===== src/hw/rtl/mqta_pkg.sv =====
// Shared types, widths and codes of the multi-queue task arbiter.
package mqta_pkg;

  localparam int TASK_NODES  = 256;
  localparam int NODE_W      = $clog2(TASK_NODES);
  localparam int LINK_W      = NODE_W + 1;
  localparam int QUEUE_COUNT = 12;
  localparam int QUEUE_W     = 4;
  localparam int CFG_W       = 7;
  localparam int CFG_IDX_W   = 2;
  localparam int DISPATCH_W  = 5;
  localparam int BUSY_W      = 7;

  // A link or queue pointer that equals the node count marks an empty list.
  localparam logic [LINK_W-1:0] NIL_NODE = LINK_W'(TASK_NODES);

  localparam logic OP_ENQUEUE = 1'b0;
  localparam logic OP_CLAIM   = 1'b1;

  localparam logic [CFG_IDX_W-1:0] CFG_WORKER_COUNT = 2'd0;
  localparam logic [CFG_IDX_W-1:0] CFG_PERF_WORKERS = 2'd1;
  localparam logic [CFG_IDX_W-1:0] CFG_EFF_WORKERS  = 2'd2;

  localparam logic [1:0] CLS_ANY   = 2'd0;
  localparam logic [1:0] CLS_HEAVY = 2'd1;
  localparam logic [1:0] CLS_LIGHT = 2'd2;
  localparam logic [1:0] CLS_MAIN  = 2'd3;

  localparam logic [1:0] AFF_PERF = 2'd1;
  localparam logic [1:0] AFF_EFF  = 2'd2;

  localparam logic [1:0] PRI_CRITICAL   = 2'd0;
  localparam logic [1:0] PRI_NORMAL     = 2'd1;
  localparam logic [1:0] PRI_BACKGROUND = 2'd2;
  localparam logic [1:0] PRI_INVALID    = 2'd3;

  // Dispatch counter values at which a lower priority is served first.
  localparam logic [DISPATCH_W-1:0] AGE_BACKGROUND = 5'd31;
  localparam logic [2:0]            AGE_NORMAL     = 3'd7;

  typedef struct packed {
    logic                op;
    logic [NODE_W-1:0]   task_index;
    logic [1:0]          priority_req;
    logic [1:0]          cost_class;
    logic                for_main_thread;
    logic [1:0]          affinity;
    logic                from_main_thread;
    logic                cooperative;
    logic [BUSY_W-1:0]   busy_performance;
    logic [BUSY_W-1:0]   busy_efficiency;
    logic                executing;
  } in_t;

  typedef struct packed {
    logic              granted;
    logic [NODE_W-1:0] granted_index;
  } out_t;

endpackage


===== src/hw/rtl/multi_queue_task_arbiter_core.sv =====
// Top level of the multi-queue task arbiter: twelve linked-list ready queues.
// A claim passes through POP, and an enqueue onto a non-empty queue through LINK; other enqueues stay in IDLE.
// A claim gives its result from the result register after POP, one strobe cycle long.
// Busy is high while the block is in LINK or POP, that is after a claim or an enqueue that must link.
// The receiver cannot stall; the next-link memory, with one write and one read port, sets the rate.
// Synchronous active-low reset empties all queues and clears counter and config.
module multi_queue_task_arbiter_core (
  input  logic                            clk,
  input  logic                            rst_n,
  input  logic                            start,
  output logic                            busy,
  input  mqta_pkg::in_t                   in_data,
  output logic                            out_valid,
  output mqta_pkg::out_t                  out_data,
  input  logic                            cfg_valid,
  output logic                            cfg_ready,
  input  logic [mqta_pkg::CFG_IDX_W-1:0]  cfg_index,
  input  logic [mqta_pkg::CFG_W-1:0]      cfg_data
);
  import mqta_pkg::*;

  // IDLE takes a transfer; LINK writes the old tail's link on an enqueue;
  // POP retires a claim once the popped node's link has been read.
  typedef enum logic [1:0] {ST_IDLE, ST_LINK, ST_POP} state_t;

  state_t                 state_r;
  logic [LINK_W-1:0]      head_r [QUEUE_COUNT];
  logic [LINK_W-1:0]      tail_r [QUEUE_COUNT];
  logic [DISPATCH_W-1:0]  dispatch_r;
  logic [CFG_W-1:0]       worker_count_r;
  logic [CFG_W-1:0]       perf_workers_r;
  logic [CFG_W-1:0]       eff_workers_r;
  logic                   out_valid_r;
  out_t                   out_data_r;

  // Values carried from the accepting cycle into LINK or POP.
  logic [NODE_W-1:0]      link_node_r;
  logic [NODE_W-1:0]      link_value_r;
  logic [QUEUE_W-1:0]     pop_q_r;
  logic [NODE_W-1:0]      pop_node_r;
  logic                   pop_found_r;

  // The next-link memory: one entry per task node, one write and one read port.
  logic [LINK_W-1:0]      link_mem [TASK_NODES];
  logic [LINK_W-1:0]      link_rd_r;
  logic                   mem_we;
  logic [NODE_W-1:0]      mem_waddr;
  logic [LINK_W-1:0]      mem_wdata;
  logic                   mem_re;
  logic [NODE_W-1:0]      mem_raddr;

  logic                   accept;
  logic [1:0]             enq_cls;
  logic                   enq_ok;
  logic [QUEUE_W-1:0]     enq_q;
  logic [LINK_W-1:0]      enq_tail;
  logic                   enq_has_tail;

  logic                   aff_perf;
  logic                   aff_eff;
  logic                   aff_any;
  logic                   refused;
  logic [3:0]             elig;
  logic [1:0]             cls_order [4];
  logic [1:0]             pri_order [3];
  logic                   found;
  logic [QUEUE_W-1:0]     sel_q;
  logic [LINK_W-1:0]      sel_node;
  logic [DISPATCH_W-1:0]  dispatch_nxt;

  assign accept    = start && !busy;
  assign busy      = (state_r != ST_IDLE);
  assign cfg_ready = 1'b1;
  assign out_valid = out_valid_r;
  assign out_data  = out_data_r;

  // Enqueue decode. A main-thread task goes to the main-thread class; a cost
  // code equal to that class code is invalid for other tasks, whose enqueue is dropped.
  assign enq_cls      = in_data.for_main_thread ? CLS_MAIN : in_data.cost_class;
  assign enq_ok       = (in_data.priority_req != PRI_INVALID) &&
                        (in_data.for_main_thread || in_data.cost_class != CLS_MAIN) &&
                        (LINK_W'(in_data.task_index) < NIL_NODE);
  assign enq_q        = {in_data.priority_req, enq_cls};
  assign enq_tail     = tail_r[enq_q];
  assign enq_has_tail = (enq_tail != NIL_NODE);

  // Claim eligibility per class. The unused affinity code counts as "any".
  assign aff_perf = (in_data.affinity == AFF_PERF);
  assign aff_eff  = (in_data.affinity == AFF_EFF);
  assign aff_any  = !aff_perf && !aff_eff;
  assign refused  = (in_data.from_main_thread && worker_count_r != '0 &&
                     !in_data.cooperative) ||
                    (!in_data.from_main_thread && !in_data.executing);

  always_comb begin
    elig[CLS_MAIN]  = in_data.from_main_thread;
    elig[CLS_ANY]   = !refused;
    elig[CLS_HEAVY] = !refused && (in_data.cooperative || aff_any || aff_perf ||
                                   in_data.busy_performance >= perf_workers_r);
    elig[CLS_LIGHT] = !refused && (in_data.cooperative || aff_any || aff_eff ||
                                   in_data.busy_efficiency >= eff_workers_r);
  end

  // Class order: main thread first, then the class the affinity prefers,
  // then "any", then the remaining cost class.
  always_comb begin
    cls_order[0] = CLS_MAIN;
    cls_order[1] = aff_eff ? CLS_LIGHT : CLS_HEAVY;
    cls_order[2] = CLS_ANY;
    cls_order[3] = aff_eff ? CLS_HEAVY : CLS_LIGHT;
  end

  // Ageing: every 32nd dispatch serves background first, the other 8th ones normal.
  always_comb begin
    if (dispatch_r == AGE_BACKGROUND) begin
      pri_order[0] = PRI_BACKGROUND;
      pri_order[1] = PRI_CRITICAL;
      pri_order[2] = PRI_NORMAL;
    end else if (dispatch_r[2:0] == AGE_NORMAL) begin
      pri_order[0] = PRI_NORMAL;
      pri_order[1] = PRI_CRITICAL;
      pri_order[2] = PRI_BACKGROUND;
    end else begin
      pri_order[0] = PRI_CRITICAL;
      pri_order[1] = PRI_NORMAL;
      pri_order[2] = PRI_BACKGROUND;
    end
  end

  // Scan the twelve queues in claim order from the back, so that the earliest
  // non-empty eligible queue is the one left selected.
  always_comb begin
    logic [QUEUE_W-1:0] q;
    found = 1'b0;
    sel_q = '0;
    q     = '0;
    for (int p = 2; p >= 0; p--) begin
      for (int k = 3; k >= 0; k--) begin
        q = {pri_order[p], cls_order[k]};
        if (head_r[q] != NIL_NODE && elig[cls_order[k]]) begin
          found = 1'b1;
          sel_q = q;
        end
      end
    end
  end

  assign sel_node     = head_r[sel_q];
  assign dispatch_nxt = dispatch_r + DISPATCH_W'(1);

  // Memory port control. An enqueue first terminates the new node's link and
  // only then links the old tail to it, so a node enqueued behind itself
  // ends up pointing at itself. A claim reads the head's link on acceptance
  // and terminates the popped node's link in POP.
  always_comb begin
    mem_we    = 1'b0;
    mem_waddr = '0;
    mem_wdata = NIL_NODE;
    mem_re    = 1'b0;
    mem_raddr = sel_node[NODE_W-1:0];
    case (state_r)
      ST_IDLE: begin
        if (accept && in_data.op == OP_ENQUEUE && enq_ok) begin
          mem_we    = 1'b1;
          mem_waddr = in_data.task_index;
        end
        if (accept && in_data.op == OP_CLAIM) begin
          mem_re = 1'b1;
        end
      end
      ST_LINK: begin
        mem_we    = 1'b1;
        mem_waddr = link_node_r;
        mem_wdata = LINK_W'(link_value_r);
      end
      ST_POP: begin
        mem_we    = pop_found_r;
        mem_waddr = pop_node_r;
      end
      default: begin
        mem_we = 1'b0;
      end
    endcase
  end

  always_ff @(posedge clk) begin
    if (mem_we) begin
      link_mem[mem_waddr] <= mem_wdata;
    end
    if (mem_re) begin
      link_rd_r <= link_mem[mem_raddr];
    end
  end

  // Sequencer, queue pointers, dispatch counter, configuration and result.
  always_ff @(posedge clk) begin
    if (!rst_n) begin
      state_r        <= ST_IDLE;
      dispatch_r     <= '0;
      worker_count_r <= '0;
      perf_workers_r <= '0;
      eff_workers_r  <= '0;
      out_valid_r    <= 1'b0;
      out_data_r     <= '0;
      for (int i = 0; i < QUEUE_COUNT; i++) begin
        head_r[i] <= NIL_NODE;
        tail_r[i] <= NIL_NODE;
      end
    end else begin
      out_valid_r <= 1'b0;
      if (cfg_valid) begin
        case (cfg_index)
          CFG_WORKER_COUNT: worker_count_r <= cfg_data;
          CFG_PERF_WORKERS: perf_workers_r <= cfg_data;
          CFG_EFF_WORKERS:  eff_workers_r  <= cfg_data;
          default: ;
        endcase
      end
      case (state_r)
        ST_IDLE: begin
          if (accept) begin
            if (in_data.op == OP_ENQUEUE) begin
              if (enq_ok) begin
                tail_r[enq_q] <= LINK_W'(in_data.task_index);
                if (enq_has_tail) begin
                  state_r <= ST_LINK;
                end else begin
                  head_r[enq_q] <= LINK_W'(in_data.task_index);
                end
              end
            end else begin
              state_r <= ST_POP;
            end
          end
        end
        ST_LINK: begin
          state_r <= ST_IDLE;
        end
        ST_POP: begin
          if (pop_found_r) begin
            head_r[pop_q_r] <= link_rd_r;
            if (tail_r[pop_q_r] == LINK_W'(pop_node_r)) begin
              tail_r[pop_q_r] <= NIL_NODE;
            end
            dispatch_r <= dispatch_nxt;
          end
          out_valid_r              <= 1'b1;
          out_data_r.granted       <= pop_found_r;
          out_data_r.granted_index <= pop_found_r ? pop_node_r : '0;
          state_r                  <= ST_IDLE;
        end
        default: begin
          state_r <= ST_IDLE;
        end
      endcase
    end
  end

  // Payload registers.
  always_ff @(posedge clk) begin
    if (accept) begin
      link_node_r  <= enq_tail[NODE_W-1:0];
      link_value_r <= in_data.task_index;
      pop_q_r      <= sel_q;
      pop_node_r   <= sel_node[NODE_W-1:0];
      pop_found_r  <= found;
    end
  end

endmodule


===== config.mk =====
export PLATFORM = sky130hd
export DESIGN_NAME = multi_queue_task_arbiter_core
export DESIGN_NICKNAME = d
export VERILOG_FILES = /design/src/hw/rtl/mqta_pkg.sv /design/src/hw/rtl/multi_queue_task_arbiter_core.sv
export SDC_FILE = /design/constraint.sdc
export NUM_CORES = 2
export LEC_CHECK = 0
export BUFFER_PORTS_ARGS = -buffer_cell sky130_fd_sc_hd__buf_2
export CORE_MARGIN = 2
export CORE_UTILIZATION = 45
export DETAILED_ROUTE_END_ITERATION = 8
export PLACE_DENSITY = 0.7
export SETUP_SLACK_MARGIN = 0.4
export SLEW_MARGIN = 20
export SYNTH_ARGS = -nofsm -noshare
export SYNTH_HDL_FRONTEND = slang
export SYNTH_SLANG_ARGS = --single-unit

===== constraint.sdc =====
create_clock -name clk -period 5.5 [get_ports clk]
set_clock_uncertainty 0.2 [all_clocks]
set_input_delay 0.825 -clock clk [delete_from_list [all_inputs] [get_ports clk]]
set_output_delay 0.825 -clock clk [all_outputs]
set_load 0.1 [all_outputs]

# [After elaboration in Yosys (flattened, before gate mapping)]
# Memories as Yosys holds them, arrays and structs flattened. A register that Yosys moved wholly into a read port is not among the register bits.
# Index checks and enable logic that the tools add are counted.
[op_classes] add_sub_neg=1 order_cmp=4 reduce_logical=54 eq_ne=24 mux=72 n_bitwise=1
[op_table] operator="$ne A9 B9 Y1 const B" count=13
[op_table] operator="$mux W4" count=17
[op_table] operator="$mux W9" count=5
[op_table] operator="$mux W1" count=36
[op_table] operator="$reduce_or A9 Y1" count=4
[op_table] operator="$pmux W8 S3" count=1
[op_table] operator="$logic_and A1 B1 Y1" count=23
[op_table] operator="$mux W8" count=2
[op_table] operator="$ge A7 B7 Y1" count=2
[op_table] operator="$mux W2" count=6
[op_table] operator="$reduce_or A11 Y1" count=1
[op_table] operator="$reduce_and A2 Y1" count=5
[op_table] operator="$eq A9 B8 Y1" count=1
[op_table] operator="$logic_not A1 Y1" count=7
[op_table] operator="$logic_or A1 B1 Y1" count=7
[op_table] operator="$reduce_bool A7 Y1" count=1
[op_table] operator="$eq A2 B1 Y1 const B" count=3
[op_table] operator="$eq A2 B2 Y1 const B" count=3
[op_table] operator="$lt A2 B3 Y1 const B" count=2
[op_table] operator="$mux W6" count=1
[op_table] operator="$reduce_bool A2 Y1" count=3
[op_table] operator="$add A5 B1 Y5 const B" count=1
[op_table] operator="$eq A5 B5 Y1 const B" count=1
[op_table] operator="$mux W5" count=1
[op_table] operator="other kinds (7)" count=10
[word_totals] mem_bits_rw=2520 n_memories=3 wordCells=172 ff_bits=67
[mem_list] name="link_mem" depth=256 width=9 rd=1 rd_ports_with_merged_regs=1 write_ports=1 line_no="multi_queue_task_arbiter_core.sv:44" text="logic [LINK_W-1:0] link_mem [TASK_NODES];"
[mem_list] name="head_r" depth=12 width=9 rd=13 rd_ports_with_merged_regs=0 write_ports=12 line_no="multi_queue_task_arbiter_core.sv:27" text="logic [LINK_W-1:0] head_r [QUEUE_COUNT];"
[mem_list] name="tail_r" depth=12 width=9 rd=2 rd_ports_with_merged_regs=1 write_ports=12 line_no="multi_queue_task_arbiter_core.sv:28" text="logic [LINK_W-1:0] tail_r [QUEUE_COUNT];"

# [Logic depth before layout (Yosys ltp)]
[logic_depth] ltp_word=23 ltp_mapped=30 ltp_nobuf=22

# [Worst setup path before layout]
# Ideal clock, no wire load.
[synth_path] path_type="in2reg" startpoint="input port in_data[17] (netlist bit)" endpoint="register link_rd_r[2], read port of link_mem, data pin" setup_slack_ns=-0.334 setup_time_ns=0.259 arrival_ns=5.376 cell_stages=22 path_cell_list="inv_1 > ha_1 > buf_2 > or3b_2 > o21ai_0 > o21a_1 > o22ai_1 > and4_1 > o21a_1 > o311a_1 > nor2_2 > mux4_2 > a211oi_2 > inv_2 > nor2_2 > clkbuf_1 > a22oi_1 > nand3_1 > nand4_1 > nor4_1 > o2bb2ai_1 > nor3_1"
[synth_via] elab_chain_len=23
[synth_lines] element="from (decl)" line_no="multi_queue_task_arbiter_core.sv:12" text="input mqta_pkg::in_t in_data,"
[synth_lines] element="branches (longest 20 deep; another with $mem_v2 Z12 W9)"
[synth_lines] element="$mux W4 (*) (2 in a row)" line_no="multi_queue_task_arbiter_core.sv:140" text="if (head_r[q] != NIL_NODE && elig[cls_order[k]]) begin"
[synth_lines] element="$mem_v2 Z12 W9"
[synth_lines] element="to (decl)" line_no="multi_queue_task_arbiter_core.sv:45" text="logic [LINK_W-1:0] link_rd_r;"
# Every way passes the cells marked *. The select of a mux whose other input is x is not followed.
# A chain may end at the register's enable or synchronous reset.

==> flow_metrics.py <==
metrics = {
    "setup_path": {
        "slowest_delay_ns": 0.62,
        "critPathMostFrequentCell": "buf_4",
        "end_kind": "register",
        "slowest_stage": "nor4bb_4",
        "arrival_ns": 6.90,
        "critical_path_class": "reg -> reg",
        "worstRegToRegCells": 29,
        "cpLargestDelayFamily": "buffers and inverters",
        "critPathLaunchType": "register",
        "path_depth": 29,
        "crit_required_ns": 5.98,
        "critPathBufInv": 13,
        "crit_fanout": 10,
    },
    "yosys": {
        "synth_area_leader_cell": "edfxtp_1",
        "ys.flop_type": "edfxtp_1",
        "synth_edf_count": 2594,
        "ys_top_cells_by_area": "edfxtp_1 71%, nand2_1 4.1%, mux2i_1 3.2%, a211oi_1 2.8%, a311oi_1 2.3%",
        "yosysTopAreaCellShare": 0.715,
        "yosysWarningCount": 0,
        "seq_area_frac_synth": 0.723,
        "syn_area_um2": 109000,
        "ys_ff_latch": 2636,
        "async_flop_share": 0,
        "syn_nets": 7717,
        "ys_types": 88,
        "synthCells": 7652,
        "avgSynthCellArea_um2": 14.2,
    },
    "clock_tree": {
        "cts_root_buf": "clkbuf_16",
        "cts.sink_count": 2636,
        "cts-htree-levels": 5,
        "worstSkewPairLatency_ns": 0.94,
        "tritoncts": "done",
        "numCtsBuffers": 290,
        "clock_path_buffers": 4,
        "path_clk_slew_ns": 0.06,
    },
    "die": {
        "core-area_um2": 241000,
        "dieArea_um2": 246000,
        "start_util": 0.453,
        "rows": 180,
        "die_x_um": 496,
        "die_h_um": 496,
        "ios": 58,
    },
    "layout": {
        "area_growth_pct": 21.9,
        "final_cell_mix": "2594 x edfxtp_1, 1172 x nand2_1, 967 x buf_4",
        "fin_area_um2": 133000,
        "final_common_cell": "edfxtp_1",
        "nets": 8708,
        "drive_above_1_share": 0.227,
        "finalNonFillerCells": 12000,
    },
    "power_and_ir_drop": {
        "p_leak_nw": 44.0,
        "fin_total_pwr_w": 0.0493,
        "peakVddDrop_v": 0.000377,
        "power_density_nw_per_um2": 371,
    },
    "sta": {
        "fmax_ghz": 0.156,
        "slew_violations": 0,
        "relSlewSlack": 0.211,
        "setup_ws_ns": -0.915,
        "fin_crit_ns": 6.42,
        "final.period_utilization": 1.17,
        "setup_tns_ns": -6.68,
        "setup_viol": 9,
        "worst_slew_pin_slew_ns": 1.16,
        "hold-worst-slack_ns": 0.0722,
        "rsz0062_at_grt": "true",
        "finalHoldViolCount": 0,
    },
    "flow_run": {
        "drv_cap": 0,
    },
    "hold_path": {
        "hold_path_depth": 3,
        "hp-class": "in -> reg",
    },
    "routing": {
        "final_antenna_net_count": 0,
        "wire_per_inst_um": 27.2,
        "drc": 8,
        "vias": 73300,
        "drt_iter0_drc": 10700,
        "drt-vias-per-instance": 6.09,
        "routed_wl_um": 327000,
        "drt_pre_antenna_iters": 9,
    },
    "status": {
        "violations": "DRC, setup timing",
        "status": "finished, violations left",
    },
    "global_route": {
        "grt_pass1_vias": 70800,
        "antenna_found_initial": 13,
        "gr-total-overflow": 0,
        "grt_pass1_wl_um": 471000,
        "grtUsageTotal": 0.258,
        "grt_max_degree": 157,
    },
    "place": {
        "place_area_um2": 121000,
        "dp_hpwl_um": 204000,
        "place_congestion": 0.940,
        "numPortBuffers": 56,
        "placed_cells": 11400,
    },
}
==> per-layer routing <==
layer / GRT usage / wire [um] / share of wire / up-vias
met3: 0.0540 / 37100 / 0.11 / 804
met5: 0 / 59 / 0.00018 / -
met2: 0.405 / 151000 / 0.46 / 4505
met4: 0.117 / 16500 / 0.050 / 12
li1: - / - / - / 31500
met1: 0.348 / 123000 / 0.38 / 36500
==> worst paths after layout <==
kind	from	slack, ns	endpoint
max	head_r[5][4]$_SDFFCE_PN0P_	-0.92	link_rd_r[6]$_DFFE_PP_
min reg2reg	out_data[8]$_SDFFE_PN0P_	0.25	out_data[8]$_SDFFE_PN0P_
max reg2reg	head_r[5][4]$_SDFFCE_PN0P_	-0.92	link_rd_r[6]$_DFFE_PP_
min	rst_n	0.07	out_data[8]$_SDFFE_PN0P_
==> cell families after synthesis <==
group           count (synthesis)  synth area share
buf+inv                       579            0.0235
compound gates               1410            0.0957
simple gates                 2567             0.109
fa+ha+maj                      19           0.00218
mux                           430            0.0466
flops                        2636             0.723
other cells                     1         0.0000344
xor+xnor                       10          0.000804
==> worst register-to-register path, delay by kind of cell (launching register included) <==
kind,cells,cell delay (ns)
buffers and inverters,13,2.22
AOI/OAI and AO/OA,9,1.68
and+or+nand+nor,7,1.67
DFF,1,0.39
==> power by group <==
| part | leakage [nW] | internal (W) | switching, W |
|---|---|---|---|
| sequential | 22.2 | 0.0220 | 0.000110 |
| clock | 4.28 | 0.0106 | 0.00769 |
| combinational | 17.5 | 0.00358 | 0.00523 |
==> cell usage after synthesis, drive strengths merged (66+ instances only) <==
library cell,instances
nor3,66
mux2i,352
a311oi,289
buf,252
clkbuf,277
and2,243
o21ai,134
a211oi,415
nand3,173
a21oi,135
nor2,439
edfxtp,2594
a31oi,123
nand2,1179
nor2b,307
==> state kept, by name, summed over array words and instances (netlist names), 5 cells and up, named ones only <==
register,cells
link_mem,2304
link_value_r,8
link_rd_r,9
tail_r,144
head_r,108
dispatch_r,5
worker_count_r,7
perf_workers_r,7
link_node_r,8
out_data,9
pop_node_r,8
eff_workers_r,7
==> final cells by class <==
| cell class | instances | area (um^2) |
|---|---|---|
| tap | 3185 | 3990 |
| clock buffer | 351 | 7560 |
| multi-input combinational | 4438 | 29500 |
| sequential | 2636 | 78700 |
| inverter | 50 | 253 |
| fill | 18600 | 108000 |
| antenna | 9 | 22.5 |
| timing repair buffer | 1226 | 11600 |
| timing repair inverter | 1 | 8.76 |
| clock inverter | 138 | 1200 |
==> timing repair <==
action / CTS / global route
resized for setup: 244 / 179
setup endpoints to repair: 9 / 167
hold buffers: 8 / 0
pin swaps: 82 / 67
setup buffers: 53 / 33
cloned: 16 / 10
hold endpoints to repair: 22 / 0
==> stage by stage <==
step	utilization	setup WS (ns)
6_report	0.552	-0.915
3_5_place_dp	0.502	-2.22
3_3_place_gp	0.502	-2.61
4_1_cts	0.547	-0.666
5_1_grt	0.552	-1.10
2_1_floorplan	-	0.0362
Power figures use the tool's default switching activity.
